<file path="config.mk">
export PLATFORM = sky130hd
export DESIGN_NAME = srt_cell
export DESIGN_NICKNAME = d
export VERILOG_FILES = /design/src/rtl/srt_pkg.sv /design/src/rtl/srt_cell.sv
export SDC_FILE = /design/constraint.sdc
export NUM_CORES = 1
export LEC_CHECK = 0
export ABC_AREA = 1
export BUFFER_PORTS_ARGS = -buffer_cell sky130_fd_sc_hd__buf_2
export CAP_MARGIN = 30
export CORE_AREA = 2 2 158 160
export DETAILED_ROUTE_END_ITERATION = 7
export DIE_AREA = 0 0 160 162
export PLACE_DENSITY_LB_ADDON = 0.25
export SLEW_MARGIN = 20
export SYNTH_ARGS = -nofsm -noshare
export SYNTH_HDL_FRONTEND = slang
export SYNTH_SLANG_ARGS = --single-unit
</file>
<file path="constraint.sdc">
create_clock -name clk -period 5.95 [get_ports clk]
set_clock_uncertainty 0.1 [all_clocks]
set_input_delay 0.2975 -clock clk [delete_from_list [all_inputs] [get_ports clk]]
set_output_delay 0.2975 -clock clk [all_outputs]
set_load 0.005 [all_outputs]
</file>
<file path="src/rtl/srt_pkg.sv">
// Shared types and constants for the sorted record table.
// Record layout, request and status codes, cell control and compare flags.
// No dependencies.
package srt_pkg;

	localparam int TABLE_DEPTH = 64;
	localparam int CNT_W       = $clog2(TABLE_DEPTH + 1);
	localparam int ENTRY_W     = 7;

	localparam logic [1:0] REQ_INSERT = 2'd0;
	localparam logic [1:0] REQ_DELETE = 2'd1;
	localparam logic [1:0] REQ_LOOKUP = 2'd2;

	localparam logic [1:0] ST_OK   = 2'd0;
	localparam logic [1:0] ST_MISS = 2'd1;
	localparam logic [1:0] ST_FULL = 2'd2;

	typedef struct packed {
		logic [15:0] key;
		logic [7:0]  year;
		logic [15:0] a_id;
		logic [7:0]  a_grade;
		logic [15:0] b_id;
		logic [7:0]  b_grade;
		logic [15:0] c_id;
		logic [7:0]  c_grade;
	} record_t;

	typedef enum logic [1:0] {
		OP_HOLD,
		OP_INSERT,
		OP_DELETE
	} cell_op_t;

	typedef struct packed {
		cell_op_t    op;
		logic [15:0] key;
	} cell_ctrl_t;

	typedef struct packed {
		logic lt;
		logic le;
		logic eq;
	} cell_flags_t;

endpackage

</file>
<file path="src/rtl/srt_cell.sv">
// One entry of the sorted record table: holds a record and its compare flags.
// Shifts towards either neighbour on insert or delete.
// Depends on srt_pkg.
module srt_cell (
	input  logic                clk,
	input  srt_pkg::cell_ctrl_t ctrl,
	input  logic                occ,
	input  srt_pkg::record_t    new_rec,
	input  srt_pkg::record_t    left_rec,
	input  srt_pkg::cell_flags_t left_flags,
	input  srt_pkg::record_t    right_rec,
	output srt_pkg::record_t    rec,
	output srt_pkg::cell_flags_t flags
);
	import srt_pkg::*;

	record_t     rec_q;
	cell_flags_t flags_q;
	cell_flags_t cmp;

	always_comb begin
		cmp.lt = occ && (rec_q.key <  ctrl.key);
		cmp.le = occ && (rec_q.key <= ctrl.key);
		cmp.eq = occ && (rec_q.key == ctrl.key);
	end

	always_ff @(posedge clk) begin
		flags_q <= cmp;
		unique case (ctrl.op)
			OP_INSERT: begin
				if (!flags_q.le) begin
					if (left_flags.le) begin
						rec_q <= new_rec;
					end else begin
						rec_q <= left_rec;
					end
				end
			end
			OP_DELETE: begin
				if (!flags_q.lt) begin
					rec_q <= right_rec;
				end
			end
			default: begin
			end
		endcase
	end

	assign rec   = rec_q;
	assign flags = flags_q;

endmodule

</file>
# Word level (Yosys, flattened, before mapping)
# Index checks and enable logic that the tools add are counted.
word_totals:
  ff_bits: 99
  latch_bits: 0
  mem_bits_rw: 0
  rom_bits: 0
  inputBits: 311
  memories: 0
op_classes:
  addsub: 0
  mul: 0
  n_div: 0
  order_cmp: 2
  n_eq_ne: 5
  shift: 0
  muxes: 4
  bitwise_logic: 0
  n_reduce_logical: 5
op_table:
  columns: ["operator", "count"]
  rows:
  - ["$mux 96", 3]
  - ["$pmux 96 s2", 1]
  - ["$eq 16x16->1", 1]
  - ["$le 16x16->1", 1]
  - ["$lt 16x16->1", 1]
  - ["$ne 2x2->1 const B", 2]
  - ["$logic_and 1x1->1", 3]
  - ["$reduce_and 3->1", 1]
  - ["$eq 2x1->1 const B", 1]
  - ["$eq 2x2->1 const B", 1]
  - ["$reduce_bool 2->1", 1]

# Longest topological paths before layout
# Gate-level depths: netlist of run 1.
depth:
  ltp_word: 3
  ltp_mapped: 10
  mapped_depth_nobuf: 10

# Worst setup path after synthesis of run 1
# Ideal clock, no wire load.
synth_path:
  path_type: "input-to-reg"
  startpoint: "input port ctrl[17] (netlist bit)"
  endpoint: "register rec_q, in the netlist rec[0] (enable)"
  setup_ns: 0.477
  arrival_ns: 3.399
  required_ns: 5.373
  slack_ns: 1.973
  stages: 6
  n_path_buf: 3
  cell_sequence: "inv_1 or2_1 buf_2 buf_6 buf_6 o22ai_2"
synth_between:
  elab_chain_cells: 3
  elab_cells_between_ends: 6
  cone_classes: "eq/ne: 4; reduce/logical: 2"
synth_lines:
  columns: ["item", "line_no", "source"]
  rows:
  - ["start: declaration", "srt_cell.sv:6", "input srt_pkg::cell_ctrl_t ctrl,"]
  - ["$eq 2x2->1 / $eq 2x1->1 (equally long branches)", "srt_cell.sv:29", "unique case (ctrl.op)"]
  - ["$ne 2x2->1 (no line) / $reduce_bool 2->1 (equally long branches)", null, null]
  - ["$reduce_and 3->1 (no line) *", null, null]
  - ["end signal: assignment", "srt_cell.sv:33", "rec_q <= new_rec;"]
  - ["end signal: assignment", "srt_cell.sv:35", "rec_q <= left_rec;"]
  - ["end signal: assignment", "srt_cell.sv:41", "rec_q <= right_rec;"]
  - ["end: declaration", "srt_cell.sv:17", "record_t rec_q;"]
# Every way passes the cells marked *; elsewhere a longest branch is shown, timed or not.
# A chain may end at the register's enable or synchronous reset.

# Worst setup path after layout of run 1
layout_path:
  startpoint: "input port left_flags[1] (netlist bit)"
  endpoint: "register rec_q, in the netlist rec[10] (data pin)"
layout_between:
  elab_chain_cells: 3
layout_lines:
  columns: ["item", "line_no", "source"]
  rows:
  - ["start: declaration", "srt_cell.sv:10", "input srt_pkg::cell_flags_t left_flags,"]
  - ["$mux 96", "srt_cell.sv:32", "if (left_flags.le) begin"]
  - ["$mux 96", "srt_cell.sv:31", "if (!flags_q.le) begin"]
  - ["$pmux 96 s2", "srt_cell.sv:29", null]
# Every way passes these cells. The select of a mux whose other input is x is not followed.

==> impl_metrics.yaml, run 1 <==
grt:
  grt_overflow: 0
  grtUsageTotal_pct: 14.31
  grt_start_max_net_pins: 77
  antenna_found_initial: 0
  grt_pass1_wl_um: 29100
  grt_pass1_vias: 5572
detailed_routing:
  wl_um: 19230
  antenna_left: 0
  first_pass_iters: 4
  drt_iter0_drc: 275
  vias: 5648
  avgRoutedWirePerCell_um: 14.55
  vias_per_cell: 4.272
  drc: 0
status:
  outcome: "finished clean"
clock_tree:
  clkSinkCount: 99
  cts_tree: "done"
  numCtsBuffers: 9
  cts.path.max_buffers: 2
  clkTransAtPathRegs_ps: 70
  cts.repair.resized: 0
  cts_setup_buffers: 0
  root_buffer: "clkbuf_16"
  htreeDepth: 3
  clk_latency_ps: 340
  ctsHoldBuffers: 0
synth:
  async_reset_ff_share_pct: 0
  synth_cell_type_count: 19
  synth_top_cell_by_area: "edfxtp_1"
  ys_seq_area_share_pct: 53.77
  yosysMostFrequentCell: "nand2_1"
  yosys_warnings: 0
  synthesis.area_um2: 5473
  yosys-top-cells-count: "nand2_1, nor2_1, edfxtp_1"
  synthesis.nets: 940
  synth-edff-count: 96
  ys_seq_elements: 99
  synth_cells: 613
  synth_area_leaders: "edfxtp_1, nand2_1, a31oi_1, nor2_1, buf_6"
  synthFlopType: "edfxtp_1"
  synth_top_area_share_pct: 52.67
  avgSynthCellArea_um2: 8.928
final_layout:
  fillers: 2613
  fin_util_pct: 32.86
  fin_area_um2: 7921
  multi_input_area_um2: 2117
  diodes: 0
  fin_cells: 1322
  fin_nets: 1321
  area_growth_pct: 44.74
  seq_area_um2: 2943
  final_layout_size_suffix_gt1_share_pct: 43.69
place:
  port_buffers: 407
  placed_area_um2: 7649
  hpwl_um: 14840
  dp.cells: 1307
  place_congestion: 0.8020
setup_path:
  cp.required_ps: 5890
  cp-start-kind: "primary input"
  criticalPathCategory: "primary input to flop"
  cp-end-kind: "flop"
  critPathArrivalTime_ps: 2470
  crit_fanout: 55
power:
  powerDensity_nw_per_um2: 227.6
  p_leak_nw: 3.817
  peakVddDrop_v: 0.0001218
timing:
  finalCritPeriodShare_pct: 42.43
  max_slew_margin_pct: 43.85
  max_freq_mhz: 396.1
  rsz0062_at_grt: "false"
  setup_viol: 0
  fin_tns_setup_ps: 0
  finalMaxSlewViolations: 0
  tightestPinTransition_ps: 842.3
  final-hold-violation-count: 0
  fin_crit_ps: 2525
floorplanning:
  start_util_pct: 22.70
  num_io_pins: 410
  die_h_um: 162
  die_area_um2: 25920
  rows: 57
  fp.dieW_um: 160
  core_um2: 24110
job:
  drv_cap: 0
min_path:
  hp-class: "primary input to flop"
## path summary, 6_finish.rpt
| path | slack (ps) | endpoint | cells past startpoint | from |
|---|---|---|---|---|
| max | 3430 | rec[10]$_DFFE_PP_ | 5 | left_flags[1] |
| min reg2reg | 680 | flags[0]$_DFF_P_ | 3 | rec[81]$_DFFE_PP_ |
| min | 150 | flags[0]$_DFF_P_ | 3 | occ |
| max reg2reg | 4380 | rec[35]$_DFFE_PP_ | 2 | flags[1]$_DFF_P_ |
## worst max-delay path: stages
cell,delay (ps)
buf_4,420
clkinv_2,780
buf_4,560
nand2_1,180
a31oi_1,110
## power by group
part | internal (mW) | switching, mW | leakage, nW
combinational | 0.171 | 0.198 | 2.75
sequential | 0.851 | 0.0202 | 0.936
clock | 0.287 | 0.276 | 0.133
## layer usage
layer	track usage, %	share of wire (%)	up-vias	routed length [µm]
met3	4.597	9.2	30	1762
met2	25.19	49	278	9430
li1	-	-	2852	-
met5	0	0	-	0
met4	5.119	2.4	0	454
met1	16.36	39	2488	7586
## placed cells by master, fill, tap and decap left out
cell type / count
buf_4: 7
inv_6: 4
a31oi_2: 5
nand4_1: 1
o21bai_1: 1
ha_1: 16
or2_4: 1
nand2_1: 219
clkinvlp_4: 1
clkbuf_16: 9
dfxtp_1: 3
nor2_1: 104
edfxtp_1: 96
a31oi_1: 91
o22ai_4: 1
inv_1: 25
buf_2: 406
a21oi_1: 5
nand3_1: 1
clkinv_2: 2
## through the flow
step,setup WS (ps),hold WS (ps),power (mW)
5_1_grt,3276,164.5,1.911
4_1_cts,3437,127.1,1.843
2_1_floorplan,1973,355.2,1.064
3_5_place_dp,3069,508.9,1.263
6_report,3425,148.4,1.803
3_3_place_gp,3086,514.8,1.259
## area by class of cell
class	instances	area share, %
clock buffers	9	2.843
clock inverters	6	0.6002
inverters	26	1.248
multi-input cells	445	26.73
flip-flops and latches	99	37.15
well taps	324	5.118
repair buffers	413	26.31
## registers in the layout (all words and copies together), names as in the netlist
name,flops
flags,3
rec,96
## kinds of logic after synthesis
logic type | count (synthesis) | share of synthesized area (%)
buffers and inverters | 69 | 7.727
DFF | 99 | 53.77
adders and majority gates | 16 | 3.658
AOI/OAI and AO/OA | 103 | 12.37
and+or+nand+nor | 326 | 22.47
No activity file was read; power rests on OpenSTA's default activity.
==> run 2: changes to the inputs <==
Clock period 5.95 ns to 2.27 ns, I/O delays scaled along.
==> impl_metrics.yaml, run 2 (same netlist as run 1, synthesis figures left out) <==
detailed_routing:
  antenna_left: 0
  first_pass_iters: 6
  drc: 0
  wl_um: 18830
  vias: 5711
  avgRoutedWirePerCell_um: 14.10
  drt_iter0_drc: 214
  vias_per_cell: 4.278
timing:
  finalCritPeriodShare_pct: 67.61
  finalMaxSlewViolations: 0
  setup_ws_ps: 735.3
  max_slew_margin_pct: 69.96
  max_freq_mhz: 651.6
  fin_crit_ps: 1535
  tightestPinTransition_ps: 450.6
  rsz0062_at_grt: "false"
  setup_viol: 0
  final-hold-violation-count: 0
min_path:
  hp-class: "primary input to flop"
setup_path:
  cp-start-kind: "flop"
  cp.required_ps: 2440
  criticalPathCategory: "flop to flop"
  critPathArrivalTime_ps: 1700
  crit_fanout: 2
  cp-end-kind: "flop"
floorplanning:
  die_area_um2: 25920
  fp.dieW_um: 160
  num_io_pins: 410
  die_h_um: 162
  rows: 57
  start_util_pct: 22.70
  core_um2: 24110
power:
  powerDensity_nw_per_um2: 604.1
  p_leak_nw: 3.913
  peakVddDrop_v: 0.0003668
status:
  outcome: "finished clean"
final_layout:
  fin_util_pct: 33.83
  fin_nets: 1334
  diodes: 0
  fin_cells: 1335
  final_layout_size_suffix_gt1_share_pct: 43.42
  layout_commonest_cell: "buf_2"
  final_cell_mix: "buf_2, nand2_1, nor2_1"
  fin_area_um2: 8155
  area_growth_pct: 49.02
  largest_reg_flops: 96
clock_tree:
  numCtsBuffers: 9
  clkTransAtPathRegs_ps: 70
  clkSinkCount: 99
  root_buffer: "clkbuf_16"
  cts_tree: "done"
  cts.path.max_buffers: 2
  htreeDepth: 3
  cts_setup_buffers: 0
  clk_latency_ps: 350
place:
  place_congestion: 0.8169
  hpwl_um: 14660
  dp.cells: 1311
  dpl_worst_slack_ps: 749.4
  port_buffers: 407
  placed_area_um2: 7756
grt:
  grt_pass1_wl_um: 28640
  antenna_found_initial: 0
  grt_overflow: 0
  grt_start_max_net_pins: 97
  grtUsageTotal_pct: 14.05
  grt_pass1_vias: 5580
job:
  drv_cap: 0
[run 2: changes by cell type in the layout (fill, tap and decap cells not counted), sizes merged]
| cell | delta |
|---|---|
| bufinv | +2 |
| dlygate4sd3 | +9 |
| inv | -4 |
| clkbuf | +2 |
| buf | +4 |
[run 2: area by class of cell]
| cell class | instances | area (µm²) |
|---|---|---|
| fill | 2622 | 15950 |
| clock buffer | 11 | 232.7 |
| inverter | 26 | 101.3 |
| multi-input combinational | 445 | 2117 |
| clock inverter | 4 | 76.32 |
| tap | 324 | 405.4 |
| sequential | 99 | 2943 |
| timing repair buffer | 426 | 2280 |
[run 2: timing repair]
action                    4_1_cts  5_1_grt
hold endpoints to repair        9        0
resized for setup               0        0
hold buffers                    9        0
[run 2: routing by layer]
layer  GRT usage, %  up-vias  part of all wire [%]
met5              0        -                     0
met4          4.095        0                   1.8
met3          4.392       20                   8.0
met2          25.99      263                    51
met1          15.46     2547                    39
li1               -     2881                     -
[run 2: where the power goes]
part           internal [mW]  switching (mW)  total [mW]
logic                  0.482           0.534        1.02
clock network          0.964           0.667        1.63
registers               2.23          0.0521        2.28
[run 2: final timing paths]
path                                         from                 to  slack, ps  cells past startpoint
worst min-delay path                right_rec[10]  rec[10]$_DFFE_PP_         20                      3
worst min register to register  rec[91]$_DFFE_PP_   flags[2]$_DFF_P_        700                      6
worst max register to register  rec[95]$_DFFE_PP_   flags[1]$_DFF_P_        740                      8
worst max-delay path            rec[95]$_DFFE_PP_   flags[1]$_DFF_P_        740                      8
[run 2: critical path, cell delays in order (launching register included)]
cell and delay [ps]:
edfxtp_1 400, ha_1 310, nand2_1 70, nor2_1 140, nand2_1 80, inv_1 70
nand2_1 50, nor2_1 120, o21bai_1 120
[run 2: metrics by stage]
| stage | setup TNS, ps | power, mW | hold WS, ps |
|---|---|---|---|
| 6_report | 0 | 4.927 | 19.68 |
| 5_1_grt | 0 | 5.213 | 0.7262 |
| 4_1_cts | 0 | 5.022 | 1.355 |
| 2_1_floorplan | -55030 | 2.786 | 171.2 |
| 3_3_place_gp | 0 | 3.333 | 340.2 |
| 3_5_place_dp | 0 | 3.343 | 339.7 |
